<file path="config.mk">
export PLATFORM = sky130hd
export DESIGN_NAME = rgb565_rect_blit_packer_flat
export DESIGN_NICKNAME = d
export VERILOG_FILES = /design/src/rtl/rbp_pkg.sv /design/src/rtl/rbp_pixel_if.sv /design/src/rtl/rbp_word_if.sv /design/src/rtl/rbp_walker.sv /design/src/rtl/rbp_packer.sv /design/src/rtl/rgb565_rect_blit_packer.sv /design/src/flat_wrapper.sv
export SDC_FILE = /design/constraint.sdc
export NUM_CORES = 1
export LEC_CHECK = 0
export ABC_CLOCK_PERIOD_IN_PS = 10200
export BUFFER_PORTS_ARGS = -buffer_cell sky130_fd_sc_hd__buf_2
export CORE_MARGIN = 3
export CORE_UTILIZATION = 40
export DETAILED_ROUTE_END_ITERATION = 7
export PLACE_DENSITY = 0.7
export SETUP_SLACK_MARGIN = 0.15
export SLEW_MARGIN = 20
export SYNTH_ARGS = -nofsm -noshare
export SYNTH_HDL_FRONTEND = slang
export SYNTH_SLANG_ARGS = --single-unit
</file>
<file path="constraint.sdc">
create_clock -name clk -period 10.2 [get_ports clk]
set_input_delay 0.51 -clock clk [delete_from_list [all_inputs] [get_ports clk]]
set_output_delay 0.51 -clock clk [all_outputs]
set_load 0.01 [all_outputs]
</file>
<file path="src/rtl/rbp_pkg.sv">
package rbp_pkg;

	localparam int LINE_PIXELS = 1024;
	localparam int FRAME_LINES = 1024;

	localparam int PIX_W   = 16;
	localparam int ORG_W   = 10;
	localparam int SIDE_W  = 11;
	localparam int CNT_W   = 10;
	localparam int POS_W   = 11;
	localparam int WIDX_W  = 19;
	localparam int WORD_W  = 2 * PIX_W;
	localparam int HE_W    = 2;
	localparam int CFG_W   = 11;
	localparam int CMP_W   = 14;

	localparam int LIN_RAW = POS_W + $clog2(LINE_PIXELS + 1) + 1;
	localparam int LIN_W   = (LIN_RAW > WIDX_W + 1) ? LIN_RAW : WIDX_W + 1;

	localparam logic [SIDE_W-1:0] MAX_SIDE = SIDE_W'(1024);

	localparam logic [HE_W-1:0] HE_LOW  = 2'b01;
	localparam logic [HE_W-1:0] HE_HIGH = 2'b10;
	localparam logic [HE_W-1:0] HE_BOTH = 2'b11;

	typedef enum logic [1:0] {
		CFG_ORIGIN_X    = 2'd0,
		CFG_ORIGIN_Y    = 2'd1,
		CFG_RECT_WIDTH  = 2'd2,
		CFG_RECT_HEIGHT = 2'd3
	} cfg_reg_t;

	typedef struct packed {
		logic [POS_W-1:0] col;
		logic [POS_W-1:0] row;
		logic [PIX_W-1:0] pixel;
		logic [PIX_W-1:0] held_pixel;
		logic             pair;
		logic             emit;
		logic             last;
	} stage_t;

endpackage

</file>
<file path="src/rtl/rbp_pixel_if.sv">
interface rbp_pixel_if;
	logic                        valid;
	logic                        ready;
	logic [rbp_pkg::PIX_W-1:0]   pixel_value;
	logic                        first_pixel;

	modport source (output valid, output pixel_value, output first_pixel, input ready);
	modport sink (input valid, input pixel_value, input first_pixel, output ready);
endinterface

</file>
<file path="src/rtl/rbp_word_if.sv">
interface rbp_word_if;
	logic                        valid;
	logic                        ready;
	logic [rbp_pkg::WIDX_W-1:0]  word_index;
	logic [rbp_pkg::WORD_W-1:0]  word_data;
	logic [rbp_pkg::HE_W-1:0]    half_enable;
	logic                        outside_frame;
	logic                        last_write;

	modport source (output valid, output word_index, output word_data, output half_enable,
		output outside_frame, output last_write, input ready);
	modport sink (input valid, input word_index, input word_data, input half_enable,
		input outside_frame, input last_write, output ready);
endinterface

</file>
<file path="src/rtl/rbp_walker.sv">
module rbp_walker (
	input  logic                        clk,
	input  logic                        arst_n,
	rbp_pixel_if.sink                   pixels,
	input  logic                        cfg_we,
	input  logic [1:0]                  cfg_index,
	input  logic [rbp_pkg::CFG_W-1:0]   cfg_data,
	output logic                        stage_valid,
	input  logic                        stage_ready,
	output rbp_pkg::stage_t             stage
);

	logic [rbp_pkg::ORG_W-1:0]  origin_x_q;
	logic [rbp_pkg::ORG_W-1:0]  origin_y_q;
	logic [rbp_pkg::SIDE_W-1:0] rect_width_q;
	logic [rbp_pkg::SIDE_W-1:0] rect_height_q;

	logic [rbp_pkg::CNT_W-1:0]  col_cnt_q;
	logic [rbp_pkg::CNT_W-1:0]  row_cnt_q;
	logic [rbp_pkg::PIX_W-1:0]  held_pixel_q;
	logic                       held_valid_q;

	logic                       valid_s1;
	rbp_pkg::stage_t            stage_s1;

	logic [rbp_pkg::SIDE_W-1:0] w;
	logic [rbp_pkg::SIDE_W-1:0] h;
	logic [rbp_pkg::CNT_W-1:0]  cc;
	logic [rbp_pkg::CNT_W-1:0]  rc;
	logic                       hv;
	logic [rbp_pkg::POS_W-1:0]  col;
	logic [rbp_pkg::POS_W-1:0]  row;
	logic                       row_end;
	logic                       rect_end;
	logic                       odd;
	logic                       take;

	always_comb begin
		if (rect_width_q == '0) begin
			w = rbp_pkg::SIDE_W'(1);
		end else if (rect_width_q > rbp_pkg::MAX_SIDE) begin
			w = rbp_pkg::MAX_SIDE;
		end else begin
			w = rect_width_q;
		end
		if (rect_height_q == '0) begin
			h = rbp_pkg::SIDE_W'(1);
		end else if (rect_height_q > rbp_pkg::MAX_SIDE) begin
			h = rbp_pkg::MAX_SIDE;
		end else begin
			h = rect_height_q;
		end
	end

	assign cc       = pixels.first_pixel ? '0 : col_cnt_q;
	assign rc       = pixels.first_pixel ? '0 : row_cnt_q;
	assign hv       = pixels.first_pixel ? 1'b0 : held_valid_q;
	assign col      = rbp_pkg::POS_W'(origin_x_q) + rbp_pkg::POS_W'(cc);
	assign row      = rbp_pkg::POS_W'(origin_y_q) + rbp_pkg::POS_W'(rc);
	assign row_end  = (rbp_pkg::SIDE_W'(cc) + rbp_pkg::SIDE_W'(1)) >= w;
	assign rect_end = row_end && ((rbp_pkg::SIDE_W'(rc) + rbp_pkg::SIDE_W'(1)) >= h);
	assign odd      = col[0];

	assign pixels.ready = !valid_s1 || stage_ready;
	assign take         = pixels.valid && pixels.ready;

	always_ff @(posedge clk or negedge arst_n) begin
		if (!arst_n) begin
			origin_x_q    <= '0;
			origin_y_q    <= '0;
			rect_width_q  <= rbp_pkg::SIDE_W'(1);
			rect_height_q <= rbp_pkg::SIDE_W'(1);
		end else if (cfg_we) begin
			unique case (rbp_pkg::cfg_reg_t'(cfg_index))
				rbp_pkg::CFG_ORIGIN_X:    origin_x_q    <= cfg_data[rbp_pkg::ORG_W-1:0];
				rbp_pkg::CFG_ORIGIN_Y:    origin_y_q    <= cfg_data[rbp_pkg::ORG_W-1:0];
				rbp_pkg::CFG_RECT_WIDTH:  rect_width_q  <= cfg_data[rbp_pkg::SIDE_W-1:0];
				rbp_pkg::CFG_RECT_HEIGHT: rect_height_q <= cfg_data[rbp_pkg::SIDE_W-1:0];
				default: ;
			endcase
		end
	end

	always_ff @(posedge clk or negedge arst_n) begin
		if (!arst_n) begin
			col_cnt_q    <= '0;
			row_cnt_q    <= '0;
			held_valid_q <= 1'b0;
			valid_s1     <= 1'b0;
		end else begin
			if (take) begin
				valid_s1     <= 1'b1;
				held_valid_q <= !odd && !row_end;
				if (row_end) begin
					col_cnt_q <= '0;
					row_cnt_q <= rect_end ? '0 : rc + rbp_pkg::CNT_W'(1);
				end else begin
					col_cnt_q <= cc + rbp_pkg::CNT_W'(1);
					row_cnt_q <= rc;
				end
			end else if (stage_ready) begin
				valid_s1 <= 1'b0;
			end
		end
	end

	always_ff @(posedge clk) begin
		if (take) begin
			if (!odd && !row_end) begin
				held_pixel_q <= pixels.pixel_value;
			end
			stage_s1.col        <= col;
			stage_s1.row        <= row;
			stage_s1.pixel      <= pixels.pixel_value;
			stage_s1.held_pixel <= held_pixel_q;
			stage_s1.pair       <= odd && hv;
			stage_s1.emit       <= odd || row_end;
			stage_s1.last       <= rect_end;
		end
	end

	assign stage_valid = valid_s1;
	assign stage       = stage_s1;

endmodule

</file>
<file path="src/rtl/rbp_packer.sv">
module rbp_packer (
	input  logic            clk,
	input  logic            arst_n,
	input  logic            stage_valid,
	output logic            stage_ready,
	input  rbp_pkg::stage_t stage,
	rbp_word_if.source      words
);

	logic                       out_valid_q;
	logic [rbp_pkg::WIDX_W-1:0] word_index_q;
	logic [rbp_pkg::WORD_W-1:0] word_data_q;
	logic [rbp_pkg::HE_W-1:0]   half_enable_q;
	logic                       outside_q;
	logic                       last_q;

	logic [rbp_pkg::LIN_W-1:0]  lin;
	logic [rbp_pkg::POS_W-1:0]  col_prev;
	logic                       out_cur;
	logic                       out_prev;
	logic                       odd;
	logic                       move;
	logic [rbp_pkg::WORD_W-1:0] data;
	logic [rbp_pkg::HE_W-1:0]   he;

	assign lin = rbp_pkg::LIN_W'(stage.row) * rbp_pkg::LIN_W'(rbp_pkg::LINE_PIXELS)
		+ rbp_pkg::LIN_W'(stage.col);
	assign col_prev = stage.col - rbp_pkg::POS_W'(1);
	assign out_cur  = (rbp_pkg::CMP_W'(stage.col) >= rbp_pkg::CMP_W'(rbp_pkg::LINE_PIXELS))
		|| (rbp_pkg::CMP_W'(stage.row) >= rbp_pkg::CMP_W'(rbp_pkg::FRAME_LINES));
	assign out_prev = (rbp_pkg::CMP_W'(col_prev) >= rbp_pkg::CMP_W'(rbp_pkg::LINE_PIXELS))
		|| (rbp_pkg::CMP_W'(stage.row) >= rbp_pkg::CMP_W'(rbp_pkg::FRAME_LINES));
	assign odd = stage.col[0];

	always_comb begin
		if (stage.pair) begin
			data = {stage.pixel, stage.held_pixel};
			he   = rbp_pkg::HE_BOTH;
		end else if (odd) begin
			data = {stage.pixel, {rbp_pkg::PIX_W{1'b0}}};
			he   = rbp_pkg::HE_HIGH;
		end else begin
			data = {{rbp_pkg::PIX_W{1'b0}}, stage.pixel};
			he   = rbp_pkg::HE_LOW;
		end
	end

	assign stage_ready = !out_valid_q || words.ready;
	assign move        = stage_valid && stage_ready;

	always_ff @(posedge clk or negedge arst_n) begin
		if (!arst_n) begin
			out_valid_q <= 1'b0;
		end else if (move) begin
			out_valid_q <= stage.emit;
		end else if (words.ready) begin
			out_valid_q <= 1'b0;
		end
	end

	always_ff @(posedge clk) begin
		if (move) begin
			word_index_q  <= lin[rbp_pkg::WIDX_W:1];
			word_data_q   <= data;
			half_enable_q <= he;
			outside_q     <= out_cur || (stage.pair && out_prev);
			last_q        <= stage.last;
		end
	end

	assign words.valid         = out_valid_q;
	assign words.word_index    = word_index_q;
	assign words.word_data     = word_data_q;
	assign words.half_enable   = half_enable_q;
	assign words.outside_frame = outside_q;
	assign words.last_write    = last_q;

endmodule

</file>
<file path="src/rtl/rgb565_rect_blit_packer.sv">
// Packs a row-major stream of RGB565 pixels for a configured rectangle into 32-bit
// framebuffer word writes, two pixels to a word with the even column in the low half.
// A pixel is taken in every cycle unless a write that waits to be taken stalls the flow.
// The pixel that completes a write passes the stage register of the column and row
// walker, then the output register of the address and data packer; while a write waits,
// an empty walker stage register can still take a new pixel. An even-column pixel that
// is not at the row end gives no write of its own but is held for its odd neighbor.
// Lone edge pixels give half-word writes with half_enable, and writes beyond the frame
// are flagged with outside_frame. Registers may be written only while the block is idle.
module rgb565_rect_blit_packer (
	input  logic                        clk,
	input  logic                        arst_n,
	rbp_pixel_if.sink                   pixels,
	rbp_word_if.source                  words,
	input  logic                        cfg_we,
	input  logic [1:0]                  cfg_index,
	input  logic [rbp_pkg::CFG_W-1:0]   cfg_data
);

	logic            stage_valid;
	logic            stage_ready;
	rbp_pkg::stage_t stage;

	rbp_walker u_walker (
		.clk         (clk),
		.arst_n      (arst_n),
		.pixels      (pixels),
		.cfg_we      (cfg_we),
		.cfg_index   (cfg_index),
		.cfg_data    (cfg_data),
		.stage_valid (stage_valid),
		.stage_ready (stage_ready),
		.stage       (stage)
	);

	rbp_packer u_packer (
		.clk         (clk),
		.arst_n      (arst_n),
		.stage_valid (stage_valid),
		.stage_ready (stage_ready),
		.stage       (stage),
		.words       (words)
	);

endmodule

</file>
<file path="src/flat_wrapper.sv">
// flat-port wrapper written by rule: the top's interface ports become plain ports
module rgb565_rect_blit_packer_flat 
  (clk, arst_n, cfg_we, cfg_index, cfg_data, pixels_valid, pixels_pixel_value, pixels_first_pixel, pixels_ready, words_valid, words_word_index, words_word_data, words_half_enable, words_outside_frame, words_last_write, words_ready);
  rbp_pixel_if pixels_i ();
  rbp_word_if words_i ();
  input  logic clk;
  input  logic arst_n;
  input  logic cfg_we;
  input  logic [1:0] cfg_index;
  input  logic [rbp_pkg::CFG_W-1:0] cfg_data;
  input wire logic [$bits(pixels_i.valid)-1:0] pixels_valid;
  input wire logic [$bits(pixels_i.pixel_value)-1:0] pixels_pixel_value;
  input wire logic [$bits(pixels_i.first_pixel)-1:0] pixels_first_pixel;
  output wire logic [$bits(pixels_i.ready)-1:0] pixels_ready;
  output wire logic [$bits(words_i.valid)-1:0] words_valid;
  output wire logic [$bits(words_i.word_index)-1:0] words_word_index;
  output wire logic [$bits(words_i.word_data)-1:0] words_word_data;
  output wire logic [$bits(words_i.half_enable)-1:0] words_half_enable;
  output wire logic [$bits(words_i.outside_frame)-1:0] words_outside_frame;
  output wire logic [$bits(words_i.last_write)-1:0] words_last_write;
  input wire logic [$bits(words_i.ready)-1:0] words_ready;
  assign pixels_i.valid = pixels_valid;
  assign pixels_i.pixel_value = pixels_pixel_value;
  assign pixels_i.first_pixel = pixels_first_pixel;
  assign pixels_ready = pixels_i.ready;
  assign words_valid = words_i.valid;
  assign words_word_index = words_i.word_index;
  assign words_word_data = words_i.word_data;
  assign words_half_enable = words_i.half_enable;
  assign words_outside_frame = words_i.outside_frame;
  assign words_last_write = words_i.last_write;
  assign words_i.ready = words_ready;
  rgb565_rect_blit_packer u_core (.clk(clk), .arst_n(arst_n), .pixels(pixels_i), .words(words_i), .cfg_we(cfg_we), .cfg_index(cfg_index), .cfg_data(cfg_data));
endmodule
</file>
==> results.md <==
* Status: completed
* Initial antenna violation count at 0
* Clk_lat worst skew at 430 ps
* RR Endpoint: u_core.u_walker.held_pixel_q[4]$_DFFE_PP_
* Max-cap violations at 0
* Clk pwr share at 34.7%
* Final WL at 17,250 µm
* Syn Area/Cell at 13.26 µm²
* Wire length per cell at 16.51 µm
* PortBufs at 91
* Most frequent cells in the layout: edfxtp_1 (128), buf_2 (91), nand2_1 (65), dfrtp_1 (63), ha_1 (46)
* Arrival @ worst endpoint at 3760 ps
* Hpwl dp at 12,360 µm
* Pleak at 4.275 nW
* Gr ovfl total at 0
* Tot Pwr at 2.099 mW
* Reg-to-reg startpoint: u_core.u_walker.col_cnt_q[0]$_DFFE_PN0P_
* Clk buf depth at 2
* Cells after Synth at 658
* Period Utilization, post-route at 35.73%
* First-pass GRT wire length at 27,630 µm
* Final setup vio count at 0
* Core ar. at 0.02122 mm²
* Residual DRC at 0
* PD cells at 206.2 mW/mm²
* Drt pass-1 iters at 5
* Post-synth cell types at 57
* Crit path capture type: register
* Nets at 839
* CTS H-tree lvls at 4
* Die area at 0.02363 mm²
* Register area share after synthesis at 62.71%
* Total negative slack at 0 ps
* Hold Buf Count CTS at 0
* Initial core utilization at 41.13%
* Worst setup slack after layout at 6556 ps
* Area Overhead vs Synth at 16.63%
* CTS buffer count at 17
* Async SR Flop Fraction at 33.68%
* Post-Place Cell Area at 0.009510 mm²
* Post-Syn Area at 0.008727 mm²
* Die Y at 153.7 µm
* Total GRT Usage at 14.82%
* Post-Place Setup Slack at 6121 ps
* # IOs at 92
* Fmax at 274.4 MHz
* Setup CP Type: in2reg
* Clock Root Buffer: clkbuf_16
* TritonCTS clock tree: yes
* Leading area contributor after synthesis: edfxtp_1
* Post-synth EDFFs at 128
* Worst path required time at 10,320 ps
* Post-CTS Repair Setup Buffers at 0
* Fin crit period at 3644 ps
* Gate power share at 15.5%
* Clock Pin Slew Worst Setup and Hold Paths at 70 ps
* Commonest non-fill, non-tap cell in the layout: edfxtp_1
* Worst-Margin Slew at 872.1 ps
* Hold Fails Final Rpt at 0
* RSZ-0062 raised after global routing: no
* Via count at 5,323
* Vias in the first global route at 5,070
* Largest net degree at the start of global routing at 67
* R2R setup slack at 6600 ps
* HP Class: in2async
* Die Wd at 153.7 µm
* Relative slew margins at 41.72%
* Final instance area at 0.01018 mm²
* Syn Nets at 741
* Initial DRC count at 265
* Final Skew at 8.069 ps
* DR vias/cell at 5.094
* Layout fillers at 1,888
* Top_reg_cell synth: edfxtp_1
* Max VDD drop at 0.1202 mV
* Int Pwr at 1.525 mW
* Crit path cell chain: buf_2 -> nand2b_1 -> inv_1 -> ha_1 -> nand2_1 -> nor2_1 -> and3_1 -> xor2_1 -> ha_1 -> o21ai_0 -> a21oi_1 -> a221o_1 -> a21o_1 -> nor3_2 -> buf_4
* Ranking of synthesized cells by area: edfxtp_1 (44%), dfrtp_1 (18%), ha_1 (6.6%)
* Synth top area share at 44.04%
* Register bit count reported by yosys at 193
* FP Rows at 53
* Reg2reg path depth at 13
* CTS resizes at 0
* Delay of the slowest critical-path stage at 410 ps
* Most frequent CP cell: ha_1
* Post-route ant nets at 0
* Clk sinks at 193
* Crit Path Max Fanout at 29
* Final Slew Violations at 0
* Share of cells above drive strength 1 at 24.06%
* P_sw at 0.5741 mW
* Worst Setup Start Kind: input port
* Sequential share of power at 49.8%
* YS warnings at 0
* CP max stage cell: buf_2
* Net Sw Frac at 27.35%
* RePlAce Congestion at 0.8375
metrics by stage:
stage / hold slack (ps) / utilization, % / instances
2_1_floorplan: 214.4 / - / 658
3_3_place_gp: 400.2 / 44.82 / 1012
3_5_place_dp: 404.5 / 44.82 / 1012
4_1_cts: 245.1 / 47.93 / 1044
5_1_grt: 250.5 / 47.95 / 1044
6_report: 266.4 / 47.97 / 1045
Yosys cell counts, drive strengths merged (3+ instances only):
library cell and instances:
dfrtp 63, o2bb2ai 4, xnor2 22, a21oi 16, a31oi 3, a21o 9, nand4 3, nor4 6
nor3 9, and3 8, and2b 4, inv 19, a22o 18, and2 4, nand3 16, nand2b 10
xor2 12, mux2 41, nor2b 34, nand2 65, nand3b 3, clkbuf 16, o21ai 31, ha 46
nor2 29, edfxtp 128, a221o 4, a31o 4
kinds of logic (layout without fill, tap and decap cells):
family | after synthesis | after routing | share of synthesized area (%)
buffers and inverters | 39 | 150 | 1.706
AO/OA/AOI/OAI | 105 | 105 | 8.373
flip-flops | 193 | 193 | 62.71
XOR/XNOR | 34 | 34 | 3.412
other | 0 | 1 | 0
multiplexers | 42 | 42 | 5.405
AND/OR/NAND/NOR | 197 | 197 | 11.34
adder cells (fa/ha/maj) | 48 | 48 | 7.054
power by group through the flow:
stage / sequential, mW / combinational, mW / clock (mW)
after global routing: 1.06 / 0.365 / 0.783
final: 1.05 / 0.325 / 0.728
after floorplan: 1.06 / 0.206 / 0
after CTS: 1.05 / 0.329 / 0.742
after detailed placement: 1.06 / 0.327 / 0
after global placement: 1.06 / 0.320 / 0
worst max path at each step:
stage / from / to / slack (ps) / cells past startpoint
2_1_floorplan: pixels_first_pixel / u_core.u_walker.held_pixel_q[0]$_DFFE_PP_ / 5340 / 16
3_3_place_gp: pixels_first_pixel / u_core.u_walker.held_pixel_q[13]$_DFFE_PP_ / 6190 / 15
3_5_place_dp: pixels_first_pixel / u_core.u_walker.held_pixel_q[12]$_DFFE_PP_ / 6120 / 15
4_1_cts: u_core.u_walker.col_cnt_q[0]$_DFFE_PN0P_ / u_core.u_walker.held_pixel_q[4]$_DFFE_PP_ / 6570 / 13
5_1_grt: u_core.u_walker.row_cnt_q[0]$_DFFE_PN0P_ / u_core.u_walker.row_cnt_q[8]$_DFFE_PN0P_ / 6270 / 12
6_report: pixels_first_pixel / u_core.u_walker.held_pixel_q[4]$_DFFE_PP_ / 6560 / 15
state kept, by name, indices dropped and copies added (netlist names):
register and cells:
u_core.u_packer.words.half_enable 2, u_core.u_packer.words.last_write 1, u_core.u_packer.words.outside_frame 1, u_core.u_packer.words.valid 1, u_core.u_packer.words.word_data 32, u_core.u_packer.words.word_index 19, u_core.u_walker.col_cnt_q 10, u_core.u_walker.held_pixel_q 16
u_core.u_walker.held_valid_q 1, u_core.u_walker.origin_x_q 10, u_core.u_walker.origin_y_q 10, u_core.u_walker.rect_height_q 11, u_core.u_walker.rect_width_q 11, u_core.u_walker.row_cnt_q 10, u_core.u_walker.stage 57, u_core.u_walker.stage_valid 1
per-layer routing:
layer  share of wire [%]  routed length [µm]  track usage (%)
met5                   0                   0                0
met4                 1.0                 176            3.869
met3                 5.8                1000            3.096
met2                  44                7606            21.93
met1                  49                8467            22.36
layout make-up:
cell class | instances | area, µm² | share of cell area (%)
inverters | 21 | 78.83 | 0.7744
clock buffers | 17 | 425.4 | 4.179
well taps | 275 | 344.1 | 3.380
repair buffers | 97 | 500.5 | 4.917
diodes | 1 | 2.502 | 0.02459
clock inverters | 15 | 235.2 | 2.311
flip-flops and latches | 193 | 5473 | 53.77
multi-input cells | 426 | 3119 | 30.65
worst max-delay path, delay by kind of cell:
| family | cells | cell delay [ps] |
|---|---|---|
| adder cells (fa/ha/maj) | 2 | 560 |
| XOR/XNOR | 1 | 170 |
| AND/OR/NAND/NOR | 5 | 800 |
| buffers and inverters | 3 | 770 |
| AO/OA/AOI/OAI | 4 | 950 |
Power figures use the tool's default switching activity.
